**src/rtl/core/sut_pkg.sv**
```systemverilog
`timescale 1ns / 1ps
`default_nettype none

package sut_pkg;

    // operation codes
    typedef enum logic [1:0] {
        FN_INSERT = 2'd0,
        FN_DELETE = 2'd1,
        FN_POP    = 2'd2,
        FN_NOP    = 2'd3
    } t_func;

    // result status codes
    typedef enum logic [2:0] {
        ST_DONE   = 3'd0,
        ST_DUP    = 3'd1,
        ST_ABSENT = 3'd2,
        ST_EMPTY  = 3'd3,
        ST_FULL   = 3'd4
    } t_status;

    localparam int unsigned ValueW = 32;
    localparam int unsigned CountW = 5;

endpackage

`default_nettype wire

```
**src/rtl/core/sorted_unique_value_table_top.sv**
```systemverilog
`timescale 1ns / 1ps
`default_nettype none

// Sorted unique value table.
// Holds up to DEPTH distinct signed 32-bit values in ascending order in a
// single-port-write / single-port-read RAM (registered read).
// Command channel: a beat is taken at a rising edge with start high and busy
// low. i_func selects insert (0), delete (1) or pop smallest (2); code 3 is a
// no-op. i_value is the key for insert/delete, ignored for pop.
// Result channel: o_done pulses for exactly one cycle per command; o_status,
// o_popped_value and o_count are valid in that cycle. The receiver cannot
// stall, so a result is never held back; busy drops in the same cycle.
// One command at a time. A linear search reads the entries in turn up to
// the first one that is not below the key, then entries move one slot per
// step (check, read, write) to open or close the gap. Insert, delete and
// pop share the RAM port and this compare/move loop.
// Reset: synchronous, active low; count goes to zero. RAM contents are not
// cleared; only entries below the count are ever read.
module sorted_unique_value_table_top #(
    parameter int DEPTH = 16
) (
    input  wire logic                    i_clk,
    input  wire logic                    i_rst_n,
    input  wire logic                    start,
    output logic                         busy,
    input  wire logic [1:0]              i_func,
    input  wire logic signed [31:0]      i_value,
    output logic                         o_done,
    output logic [2:0]                   o_status,
    output logic signed [31:0]           o_popped_value,
    output logic [sut_pkg::CountW-1:0]   o_count
);
    import sut_pkg::*;

    localparam int AW = $clog2(DEPTH);
    localparam int CW = $clog2(DEPTH + 1);

    typedef enum logic [3:0] {
        S_IDLE,
        S_SRCH_RD,
        S_SRCH_CMP,
        S_DECIDE,
        S_POP_RD,
        S_POP_CAP,
        S_SH_CHK,
        S_SH_RD,
        S_SH_WR,
        S_WR_NEW
    } t_state;

    t_state                    r_state;
    t_func                     r_func;
    logic signed [ValueW-1:0]  r_key;
    logic signed [ValueW-1:0]  r_popped;
    t_status                   r_status;
    logic [CW-1:0]             r_count;
    logic [CW-1:0]             r_idx;
    logic [CW-1:0]             r_slot;
    logic                      r_found;
    logic                      r_dir;     // 0: move up (insert), 1: move down

    logic                      w_we;
    logic [AW-1:0]             w_waddr;
    logic [ValueW-1:0]         w_wdata;
    logic [AW-1:0]             w_raddr;
    logic [ValueW-1:0]         w_rdata;
    logic [CW-1:0]             w_src;
    logic [CW+CountW-1:0]      w_cnt_wide;

    // source slot of the current move
    assign w_src = r_dir ? (r_idx + CW'(1)) : (r_idx - CW'(1));

    always_comb begin
        w_we    = 1'b0;
        w_waddr = r_idx[AW-1:0];
        w_wdata = w_rdata;
        w_raddr = r_idx[AW-1:0];
        case (r_state)
            S_POP_RD: begin
                w_raddr = '0;
            end
            S_SH_RD: begin
                w_raddr = w_src[AW-1:0];
            end
            S_SH_WR: begin
                w_we = 1'b1;
            end
            S_WR_NEW: begin
                w_we    = 1'b1;
                w_waddr = r_slot[AW-1:0];
                w_wdata = r_key;
            end
            default: begin
            end
        endcase
    end

    sut_ram #(
        .WIDTH (ValueW),
        .DEPTH (DEPTH)
    ) u_ram (
        .i_clk   (i_clk),
        .i_we    (w_we),
        .i_waddr (w_waddr),
        .i_wdata (w_wdata),
        .i_raddr (w_raddr),
        .o_rdata (w_rdata)
    );

    always_ff @(posedge i_clk) begin
        if (!i_rst_n) begin
            r_state <= S_IDLE;
            r_count <= '0;
            o_done  <= 1'b0;
        end else begin
            o_done <= 1'b0;
            case (r_state)
                S_IDLE: begin
                    if (start) begin
                        r_func   <= t_func'(i_func);
                        r_key    <= i_value;
                        r_popped <= '0;
                        r_idx    <= '0;
                        case (t_func'(i_func))
                            FN_INSERT, FN_DELETE: r_state <= S_SRCH_RD;
                            FN_POP:               r_state <= S_POP_RD;
                            default: begin
                                r_status <= ST_DONE;
                                o_done   <= 1'b1;
                            end
                        endcase
                    end
                end
                S_SRCH_RD: begin
                    if (r_idx >= r_count) begin
                        r_slot  <= r_idx;
                        r_found <= 1'b0;
                        r_state <= S_DECIDE;
                    end else begin
                        r_state <= S_SRCH_CMP;
                    end
                end
                S_SRCH_CMP: begin
                    if ($signed(w_rdata) < r_key) begin
                        r_idx   <= r_idx + CW'(1);
                        r_state <= S_SRCH_RD;
                    end else begin
                        r_slot  <= r_idx;
                        r_found <= ($signed(w_rdata) == r_key);
                        r_state <= S_DECIDE;
                    end
                end
                S_DECIDE: begin
                    if (r_func == FN_INSERT) begin
                        if (r_found) begin
                            r_status <= ST_DUP;
                            o_done   <= 1'b1;
                            r_state  <= S_IDLE;
                        end else if (r_count == CW'(DEPTH)) begin
                            r_status <= ST_FULL;
                            o_done   <= 1'b1;
                            r_state  <= S_IDLE;
                        end else begin
                            r_idx   <= r_count;
                            r_dir   <= 1'b0;
                            r_state <= S_SH_CHK;
                        end
                    end else if (r_found) begin
                        r_idx   <= r_slot;
                        r_dir   <= 1'b1;
                        r_state <= S_SH_CHK;
                    end else begin
                        r_status <= ST_ABSENT;
                        o_done   <= 1'b1;
                        r_state  <= S_IDLE;
                    end
                end
                S_POP_RD: begin
                    if (r_count == '0) begin
                        r_status <= ST_EMPTY;
                        o_done   <= 1'b1;
                        r_state  <= S_IDLE;
                    end else begin
                        r_state <= S_POP_CAP;
                    end
                end
                S_POP_CAP: begin
                    r_popped <= w_rdata;
                    r_idx    <= '0;
                    r_dir    <= 1'b1;
                    r_state  <= S_SH_CHK;
                end
                S_SH_CHK: begin
                    if (!r_dir) begin
                        r_state <= (r_idx > r_slot) ? S_SH_RD : S_WR_NEW;
                    end else if ((r_idx + CW'(1)) < r_count) begin
                        r_state <= S_SH_RD;
                    end else begin
                        r_count  <= r_count - CW'(1);
                        r_status <= ST_DONE;
                        o_done   <= 1'b1;
                        r_state  <= S_IDLE;
                    end
                end
                S_SH_RD: begin
                    r_state <= S_SH_WR;
                end
                S_SH_WR: begin
                    r_idx   <= w_src;
                    r_state <= S_SH_CHK;
                end
                S_WR_NEW: begin
                    r_count  <= r_count + CW'(1);
                    r_status <= ST_DONE;
                    o_done   <= 1'b1;
                    r_state  <= S_IDLE;
                end
                default: begin
                    r_state <= S_IDLE;
                end
            endcase
        end
    end

    assign busy           = (r_state != S_IDLE);
    assign o_status       = r_status;
    assign o_popped_value = r_popped;
    assign w_cnt_wide     = {{CountW{1'b0}}, r_count};
    assign o_count        = w_cnt_wide[CountW-1:0];

    // result strobe never overlaps busy; a no-op answers straight from idle
    a_done_not_busy: assert property (@(posedge i_clk) disable iff (!i_rst_n)
        o_done |-> !busy)
        else $error("result strobe while a command is in flight");

    a_count_bound: assert property (@(posedge i_clk) disable iff (!i_rst_n)
        r_count <= CW'(DEPTH))
        else $error("entry count exceeds depth");

    a_full_only_when_full: assert property (@(posedge i_clk) disable iff (!i_rst_n)
        (o_done && o_status == ST_FULL) |-> (r_count == CW'(DEPTH)))
        else $error("full status with free entries");

    a_empty_only_when_empty: assert property (@(posedge i_clk) disable iff (!i_rst_n)
        (o_done && o_status == ST_EMPTY) |-> (r_count == '0))
        else $error("empty status with stored entries");

endmodule

`default_nettype wire

```
**src/rtl/core/sut_ram.sv**
```systemverilog
`timescale 1ns / 1ps
`default_nettype none

module sut_ram #(
    parameter int WIDTH = 32,
    parameter int DEPTH = 16,
    parameter int AW    = $clog2(DEPTH)
) (
    input  wire logic             i_clk,
    input  wire logic             i_we,
    input  wire logic [AW-1:0]    i_waddr,
    input  wire logic [WIDTH-1:0] i_wdata,
    input  wire logic [AW-1:0]    i_raddr,
    output logic      [WIDTH-1:0] o_rdata
);

    logic [WIDTH-1:0] r_mem [DEPTH];

    always_ff @(posedge i_clk) begin
        if (i_we) begin
            r_mem[i_waddr] <= i_wdata;
        end
        o_rdata <= r_mem[i_raddr];
    end

endmodule

`default_nettype wire
```
**config.mk**
```make
export PLATFORM = sky130hd
export DESIGN_NAME = sorted_unique_value_table_top
export DESIGN_NICKNAME = d
export VERILOG_FILES = /design/src/rtl/core/sut_pkg.sv /design/src/rtl/core/sorted_unique_value_table_top.sv /design/src/rtl/core/sut_ram.sv
export SDC_FILE = /design/constraint.sdc
export NUM_CORES = 1
export LEC_CHECK = 0
export BUFFER_PORTS_ARGS = -buffer_cell sky130_fd_sc_hd__buf_2
export CORE_UTILIZATION = 55
export DETAILED_ROUTE_END_ITERATION = 6
export PLACE_DENSITY_LB_ADDON = 0.3
export SLEW_MARGIN = 20
export SYNTH_ARGS = -nofsm -noshare
export SYNTH_HDL_FRONTEND = slang
export SYNTH_SLANG_ARGS = --single-unit
export TNS_END_PERCENT = 10
```
**constraint.sdc**
```tcl
create_clock -name i_clk -period 7.9 [get_ports i_clk]
set_input_delay 0.79 -clock i_clk [delete_from_list [all_inputs] [get_ports i_clk]]
set_output_delay 0.79 -clock i_clk [all_outputs]
set_load 0.02 [all_outputs]
```
==> load_flow_metrics.sql, run 1 <==
INSERT INTO impl_metrics (metric_group, metric, value, unit) VALUES
('clock_network', 'cts.reportedPaths.clkPinSlew', '0.06', 'ns'),
('synth', 'avgSynthCellArea', '14.76', 'um2'),
('synth', 'count_of_state_elements_after_synthesis', '635', ''),
('die', 'die_h', '218.7', 'um'),
('sta', 'final-setup-viol-count', '0', ''),
('worst_setup_path', 'regToRegEndpoint', 'u_ram.o_rdata[11]', ''),
('global_routing', 'vias_in_the_first_global_route', '15000', ''),
('final_layout', 'share_of_final_layout_standard_cells_stronger_than_drive_strength_1', '0.1431', ''),
('synth', 'synth_enable_flop_cells', '593', ''),
('sta', 'maxClockFrequency', '250.0', 'MHz'),
('sta', 'layout_min_cycle_time', '4.000', 'ns'),
('final_layout', 'final_nets', '1939', ''),
('place', 'place.gp.congestion', '0.8577', ''),
('route', 'postRouteAntennaNets', '0', ''),
('clock_network', 'postCtsResizedCells', '0', ''),
('clock_network', 'post-cts-setup-buffer-count', '0', ''),
('hold_path', 'hold_start', 'i_value[15]', ''),
('route', 'viasPerCell', '6.166', ''),
('synth', 'synth.net_count', '1841', ''),
('clock_network', 'tritoncts', 'yes', ''),
('worst_setup_path', 'criticalPathCategory', 'reg -> reg', ''),
('route', 'dr_total_vias', '15470', ''),
('worst_setup_path', 'critical_path.max_fanout', '60', ''),
('die', 'die-area', '47850', 'um2'),
('clock_network', 'clock_tree.root_cell', 'sky130_fd_sc_hd__clkbuf_16', ''),
('die', 'core', '46460', 'um2'),
('clock_network', 'cts_buffers', '66', ''),
('route', 'post_drt_wl_per_cell', '23.93', 'um'),
('clock_network', 'worstSkewPairLatency', '0.61', 'ns'),
('worst_setup_path', 'worst_setup_path_start_kind', 'register', ''),
('synth', 'synth_cells', '1751', ''),
('run_status', 'run_status', 'complete, no violations', ''),
('global_routing', 'antenna_found_initial', '1', ''),
('die', 'dieWidth', '218.7', 'um'),
('worst_setup_path', 'cp-end-kind', 'register', ''),
('synth', 'netlist_top_cells_count', 'sky130_fd_sc_hd__edfxtp_1 (593), sky130_fd_sc_hd__nand2_1 (188), sky130_fd_sc_hd__a21oi_1 (155)', ''),
('power_and_ir_drop', 'leakage', '0.01076', 'uW'),
('sta', 'max-slew-margin-rel', '0.3025', ''),
('worst_setup_path', 'data_required_time_of_the_worst_path', '8.36', 'ns'),
('clock_network', 'cts_hold_repair.buffers', '0', ''),
('final_layout', 'syn2layout_area_growth', '15.05', '%'),
('worst_setup_path', 'arrival_time_of_the_worst_setup_path', '4.46', 'ns'),
('sta', 'fin_skew', '0.02448', 'ns'),
('hold_path', 'hold_path.class', 'in -> reg', ''),
('route', 'detailedRoute.firstIterationViolations', '1766', ''),
('global_routing', 'pin_count_of_the_biggest_net_entering_global_routing', '211', ''),
('synth', 'yosys_most_used_dff', 'sky130_fd_sc_hd__edfxtp_1', ''),
('worst_setup_path', 'rr_worst_depth', '7', ''),
('clock_network', 'clock-sinks', '635', ''),
('clock_network', 'clockBufferDepth', '3', ''),
('sta', 'hold_violations', '0', ''),
('sta', 'timing_worst_slew_pin_value', '1.039', 'ns'),
('global_routing', 'gr-usage-all-layers', '0.2552', ''),
('synth', 'synth-async-reset-ratio', '0', ''),
('die', 'ioPinCount', '79', ''),
('sta', 'fin_hold_ws', '0.3667', 'ns'),
('synth', 'synth_top_area_cell', 'sky130_fd_sc_hd__edfxtp_1', ''),
('final_layout', 'antenna_cells', '0', ''),
('synth', 'synth_most_common_cell', 'sky130_fd_sc_hd__edfxtp_1', ''),
('sta', 'rsz0062_at_grt', 'false', ''),
('sta', 'finalMaxSlewViolations', '0', ''),
('power_and_ir_drop', 'power_per_cell_area', '282.6', 'nW/um2'),
('hold_path', 'hold_depth', '1', ''),
('power_and_ir_drop', 'finalPower', '8402', 'uW'),
('synth', 'synthTopCellsByArea', 'sky130_fd_sc_hd__edfxtp_1 (69%), sky130_fd_sc_hd__mux2i_1 (5.2%), sky130_fd_sc_hd__a221oi_1 (4.4%)', ''),
('synth', 'sequential_share_of_the_synthesized_area', '0.7217', ''),
('global_routing', 'globalRoute.totalOverflow', '0', ''),
('synth', 'yosysWarnings', '0', ''),
('synth', 'post-synth-top-area-fraction', '0.6892', ''),
('die', 'rows', '79', ''),
('sta', 'min_period_over_period', '0.5063', '');
[per-layer routing]
metal / part of all wire / vias to the layer above / GRT usage
met3: 0.069 / 92 / 0.03814
met2: 0.49 / 618 / 0.4124
met4: 0.024 / 2 / 0.08380
met1: 0.42 / 7695 / 0.3566
met5: 0.00020 / - / 0
li1: - / 7058 / -
[kinds of logic after synthesis]
family	count (synthesis)	synth area share
multiplexers	134	0.05196
AO/OA/AOI/OAI	384	0.09990
adder cells (fa/ha/maj)	53	0.02596
AND/OR/NAND/NOR	371	0.06988
buffers and inverters	161	0.02620
flip-flops	635	0.7217
XOR/XNOR	13	0.004407
[flip-flops by register name, summed over array words and instances (netlist names)]
register / flops
r_found: 1
o_status: 3
u_ram.r_mem: 512
u_ram.o_rdata: 32
r_func: 2
r_key: 32
r_state: 4
r_idx: 5
r_dir: 1
o_popped_value: 32
o_count: 5
o_done: 1
r_slot: 5
[critical path, stage by stage, from the launching register on]
cell                       delay, ns
sky130_fd_sc_hd__dfxtp_1        0.66
sky130_fd_sc_hd__and4bb_2       0.28
sky130_fd_sc_hd__o21ai_0        0.38
sky130_fd_sc_hd__and2_4         0.71
sky130_fd_sc_hd__buf_4          0.79
sky130_fd_sc_hd__mux2i_1        0.30
sky130_fd_sc_hd__a221oi_1       0.12
sky130_fd_sc_hd__or4_1          0.56
[area by class of cell]
type | instances | area, um2
Sequential cell | 635 | 18650
Fill cell | 3310 | 16730
Multi-Input combinational cell | 955 | 6699
Clock buffer | 88 | 1817
Timing Repair Buffer | 141 | 1246
Tap cell | 607 | 759.5
Clock inverter | 32 | 371.6
Inverter | 50 | 187.7
[worst max-delay path by stage]
stage / from / end / slack [ns] / cells after the start
after floorplan: r_state[2] / u_ram.r_mem[0][0] / 4.52 / 9
after global placement: r_state[3] / u_ram.o_rdata[31] / 4.05 / 7
after detailed placement: r_state[3] / u_ram.o_rdata[31] / 3.99 / 7
after CTS: r_state[3] / u_ram.o_rdata[11] / 3.94 / 7
after global routing: r_state[3] / u_ram.o_rdata[31] / 3.70 / 7
final: r_state[3] / u_ram.o_rdata[11] / 3.90 / 7
[placed cells by master, fill, tap and decap left out, drive strengths merged, types with 4 or more instances in the layout]
master  count
edfxtp    593
nand2     188
a21oi     156
buf       141
mux2i     133
a221oi    129
clkbuf     88
inv        54
ha         52
o21ai      49
dfxtp      42
and3       40
or4        34
nor2       33
clkinv     20
nand3      13
nand4      12
nor2b      12
nor3       11
a21o        9
xor2        7
bufinv      7
xnor2       6
nor4        6
o211ai      6
and2        6
nand2b      5
a31oi       4
a221o       4
[per-stage QoR]
stage          instance area, um2  instances  utilization  setup slack, ns
2_1_floorplan               25840       1751            -            4.517
3_3_place_gp                27030       2369       0.5819            4.053
3_5_place_dp                27430       2384       0.5904            3.987
4_1_cts                     29620       2504       0.6375            3.938
5_1_grt                     29730       2508       0.6399            3.697
6_report                    29730       2508       0.6399            3.900
[power by group]
part	leakage, uW	total (uW)	internal, uW	switching [uW]
Clock	0.00108	3120	1860	1270
Sequential	0.00572	4080	3990	88.5
Combinational	0.00397	1200	386	815
Total	0.0108	8400	6230	2170
No activity file was read; power rests on OpenSTA's default activity.
==> run 2: changes to the inputs <==
--- a/config.mk
+++ b/config.mk
@@ -5,6 +5,7 @@
 export SDC_FILE = /design/constraint.sdc
 export NUM_CORES = 1
 export LEC_CHECK = 0
+export ABC_AREA = 1
 export BUFFER_PORTS_ARGS = -buffer_cell sky130_fd_sc_hd__buf_2
 export CORE_UTILIZATION = 55
 export DETAILED_ROUTE_END_ITERATION = 6
==> constraint.sdc (replaced) <==
create_clock -name i_clk -period 4 [get_ports i_clk]
set_input_delay 0.4 -clock i_clk [delete_from_list [all_inputs] [get_ports i_clk]]
set_output_delay 0.4 -clock i_clk [all_outputs]
set_load 0.02 [all_outputs]
==> run 2 against run 1 <==
Against the previous run: cell area rose by 4.7%; critical path depth rose by 2; sequential share of layout area fell by 2.8 points; routed wire length rose by 6.2%.
==> load_flow_metrics.sql, run 2 <==
INSERT INTO impl_metrics (metric_group, metric, value, unit) VALUES
('global_routing', 'vias_in_the_first_global_route', '16630', ''),
('final_layout', 'layout_fillers', '3582', ''),
('sta', 'fin_skew', '0.02513', 'ns'),
('synth', 'count_of_state_elements_after_synthesis', '635', ''),
('synth', 'post-synth-top-area-fraction', '0.6527', ''),
('synth', 'synth_top_area_cell', 'sky130_fd_sc_hd__edfxtp_1', ''),
('synth', 'synth_cells', '2251', ''),
('global_routing', 'grt_first_pass_wirelength', '96.61', 'mm'),
('power_and_ir_drop', 'vdd.ir_drop.worst', '401.5', 'uV'),
('synth', 'synthTopCellsByArea', 'sky130_fd_sc_hd__edfxtp_1 (65%), sky130_fd_sc_hd__o211ai_1 (6.1%), sky130_fd_sc_hd__nand2_1 (5.1%)', ''),
('final_layout', 'final_nets', '2471', ''),
('sta', 'min_period_over_period', '0.7879', ''),
('final_layout', 'antenna_cells', '0', ''),
('clock_network', 'cts_hold_repair.buffers', '30', ''),
('synth', 'synth_enable_flop_cells', '593', ''),
('die', 'core', '48950', 'um2'),
('synth', 'sequential_share_of_the_synthesized_area', '0.6835', ''),
('sta', 'maxClockFrequency', '317.3', 'MHz'),
('power_and_ir_drop', 'finalPower', '20150', 'uW'),
('die', 'die_h', '224.7', 'um'),
('final_layout', 'most_common_cell_after_layout_fill_and_taps_aside', 'sky130_fd_sc_hd__edfxtp_1', ''),
('die', 'dieWidth', '224.7', 'um'),
('worst_setup_path', 'data_required_time_of_the_worst_path', '4.21', 'ns'),
('route', 'number_of_optimization_iterations_in_the_first_detailed_route_pass', '5', ''),
('sta', 'rsz0062_at_grt', 'false', ''),
('worst_setup_path', 'worst_setup_path_start_kind', 'register', ''),
('power_and_ir_drop', 'power_per_cell_area', '647.4', 'nW/um2'),
('place', 'io_buf_count', '78', ''),
('hold_path', 'hold_path.class', 'in -> reg', ''),
('final_layout', 'utilization', '0.6359', ''),
('final_layout', 'largest_register_ffs', '512', ''),
('sta', 'finalMaxSlewViolations', '0', ''),
('sta', 'fin_tns_setup', '0', 'ns'),
('route', 'remaining_drc_errors', '0', ''),
('global_routing', 'globalRoute.totalOverflow', '0', ''),
('final_layout', 'registers.top_by_ff_count', 'u_ram.r_mem', ''),
('synth', 'synth_most_common_cell', 'sky130_fd_sc_hd__edfxtp_1', ''),
('place', 'place.gp.congestion', '0.8884', ''),
('final_layout', 'mostFrequentLayoutCells', 'sky130_fd_sc_hd__edfxtp_1 (593), sky130_fd_sc_hd__nand2_1 (369), sky130_fd_sc_hd__inv_1 (338)', ''),
('die', 'rows', '81', ''),
('clock_network', 'clock_tree.root_cell', 'sky130_fd_sc_hd__clkbuf_16', ''),
('clock_network', 'tritoncts', 'yes', ''),
('route', 'postRouteAntennaNets', '0', ''),
('global_routing', 'gr-usage-all-layers', '0.2556', ''),
('worst_setup_path', 'critical_path.max_fanout', '6', ''),
('power_and_ir_drop', 'leakage', '0.01197', 'uW'),
('clock_network', 'htreeDepth', '3', ''),
('clock_network', 'post-cts-setup-buffer-count', '0', ''),
('clock_network', 'clock-sinks', '635', ''),
('route', 'post_drt_wl_per_cell', '20.58', 'um'),
('place', 'hpwl', '37.76', 'mm'),
('die', 'ioPinCount', '79', ''),
('synth', 'avgSynthCellArea', '12.12', 'um2'),
('synth', 'yosysWarnings', '0', ''),
('route', 'dr_total_vias', '17490', ''),
('synth', 'yosys_most_used_dff', 'sky130_fd_sc_hd__edfxtp_1', ''),
('die', 'start_util', '0.5573', ''),
('global_routing', 'antenna_found_initial', '0', ''),
('synth', 'synth.net_count', '2341', ''),
('sta', 'final-setup-viol-count', '0', ''),
('route', 'wirelength', '63.72', 'mm'),
('final_layout', 'syn2layout_area_growth', '14.09', '%'),
('worst_setup_path', 'cp-end-kind', 'register', ''),
('sta', 'layout_min_cycle_time', '3.152', 'ns'),
('run_status', 'run_status', 'complete, no violations', ''),
('synth', 'post_synth_num_cell_types', '49', ''),
('clock_network', 'cts.reportedPaths.clkPinSlew', '0.05', 'ns'),
('clock_network', 'clockBufferDepth', '3', ''),
('clock_network', 'postCtsResizedCells', '0', ''),
('synth', 'netlist_top_cells_count', 'sky130_fd_sc_hd__edfxtp_1 (593), sky130_fd_sc_hd__nand2_1 (369), sky130_fd_sc_hd__inv_1 (339)', ''),
('worst_setup_path', 'arrival_time_of_the_worst_setup_path', '3.36', 'ns'),
('final_layout', 'share_of_final_layout_standard_cells_stronger_than_drive_strength_1', '0.1365', ''),
('sta', 'max-slew-margin-rel', '0.2675', ''),
('die', 'die-area', '50500', 'um2'),
('clock_network', 'cts_buffers', '67', ''),
('sta', 'hold_violations', '0', ''),
('route', 'detailedRoute.firstIterationViolations', '1797', ''),
('synth', 'synth-async-reset-ratio', '0', ''),
('worst_setup_path', 'criticalPathCategory', 'reg -> reg', ''),
('sta', 'timing_worst_slew_pin_value', '1.091', 'ns'),
('flow_run', 'drv.max_cap_violation_count', '0', ''),
('route', 'viasPerCell', '5.650', ''),
('synth', 'synthesis.area', '27280', 'um2'),
('global_routing', 'pin_count_of_the_biggest_net_entering_global_routing', '103', ''),
('clock_network', 'worstSkewPairLatency', '0.60', 'ns'),
('sta', 'fin_hold_ws', '0.02621', 'ns');
[run 2: cell types whose count changed in the layout (fill, tap and decap cells not counted), moves of 91 or more]
cell                       previous run  this run
sky130_fd_sc_hd__a21oi_1            154        63
sky130_fd_sc_hd__nand3_1             13       181
sky130_fd_sc_hd__a221oi_1           129         0
sky130_fd_sc_hd__o211ai_1             6       220
sky130_fd_sc_hd__nand2_1            187       369
sky130_fd_sc_hd__inv_1               49       338
sky130_fd_sc_hd__mux2i_1            133         0
[run 2: metal layers]
layer | vias up | part of all wire | track usage
li1 | 8240 | - | -
met1 | 8486 | 0.43 | 0.3499
met2 | 650 | 0.48 | 0.4161
met3 | 116 | 0.069 | 0.04428
met4 | 0 | 0.025 | 0.08536
met5 | - | 0 | 0
[run 2: through the flow]
step	setup WS, ns	area [um2]	std cells
floorplan	0.1943	27280	2251
global placement	0.9526	28690	2946
detailed placement	0.8883	28700	2946
CTS	0.8500	31100	3096
global route	0.7077	31130	3096
finish	0.8483	31130	3096
[run 2: area by class of cell]
type,instances,area [um2],area share
Clock buffer,94,1881,0.06042
Clock inverter,26,215.2,0.006914
Inverter,346,1300,0.04177
Multi-Input combinational cell,1153,6835,0.2196
Sequential cell,635,18650,0.5991
Tap cell,664,830.8,0.02669
Timing Repair Buffer,178,1416,0.04550
[run 2: final timing paths]
| check | from | to | slack, ns | cells after the start |
|---|---|---|---|---|
| max | r_key[31] | r_slot[2] | 0.85 | 9 |
| min | i_func[1] | r_func[1] | 0.03 | 1 |
| max reg2reg | r_key[31] | r_slot[2] | 0.85 | 9 |
| min reg2reg | u_ram.o_rdata[5] | o_popped_value[5] | 0.57 | 2 |
[run 2: kinds of logic after synthesis]
kind of cell / count (synthesis) / share of synthesized area
simple gates: 661 / 0.1033
compound gates: 430 / 0.1119
xor+xnor: 9 / 0.002890
fa+ha+maj: 53 / 0.02458
flops: 635 / 0.6835
buf+inv: 463 / 0.07384
[run 2: worst max-delay path, stage by stage (launching register included)]
cell                       delay, ns
sky130_fd_sc_hd__edfxtp_1       0.36
sky130_fd_sc_hd__inv_1          0.06
sky130_fd_sc_hd__ha_1           0.38
sky130_fd_sc_hd__nand2_1        0.16
sky130_fd_sc_hd__nor3_1         0.52
sky130_fd_sc_hd__and3_1         0.35
sky130_fd_sc_hd__nand2_1        0.15
sky130_fd_sc_hd__nand3_1        0.10
sky130_fd_sc_hd__nand3_1        0.12
sky130_fd_sc_hd__a21oi_1        0.58
[run 2: report_power, final]
group / total (uW) / switching (uW) / leakage (uW) / internal, uW
Sequential: 8700 / 232 / 0.00572 / 8460
Clock: 5940 / 2510 / 0.00102 / 3430
Combinational: 5510 / 3870 / 0.00522 / 1640
Total: 20200 / 6620 / 0.0120 / 13500
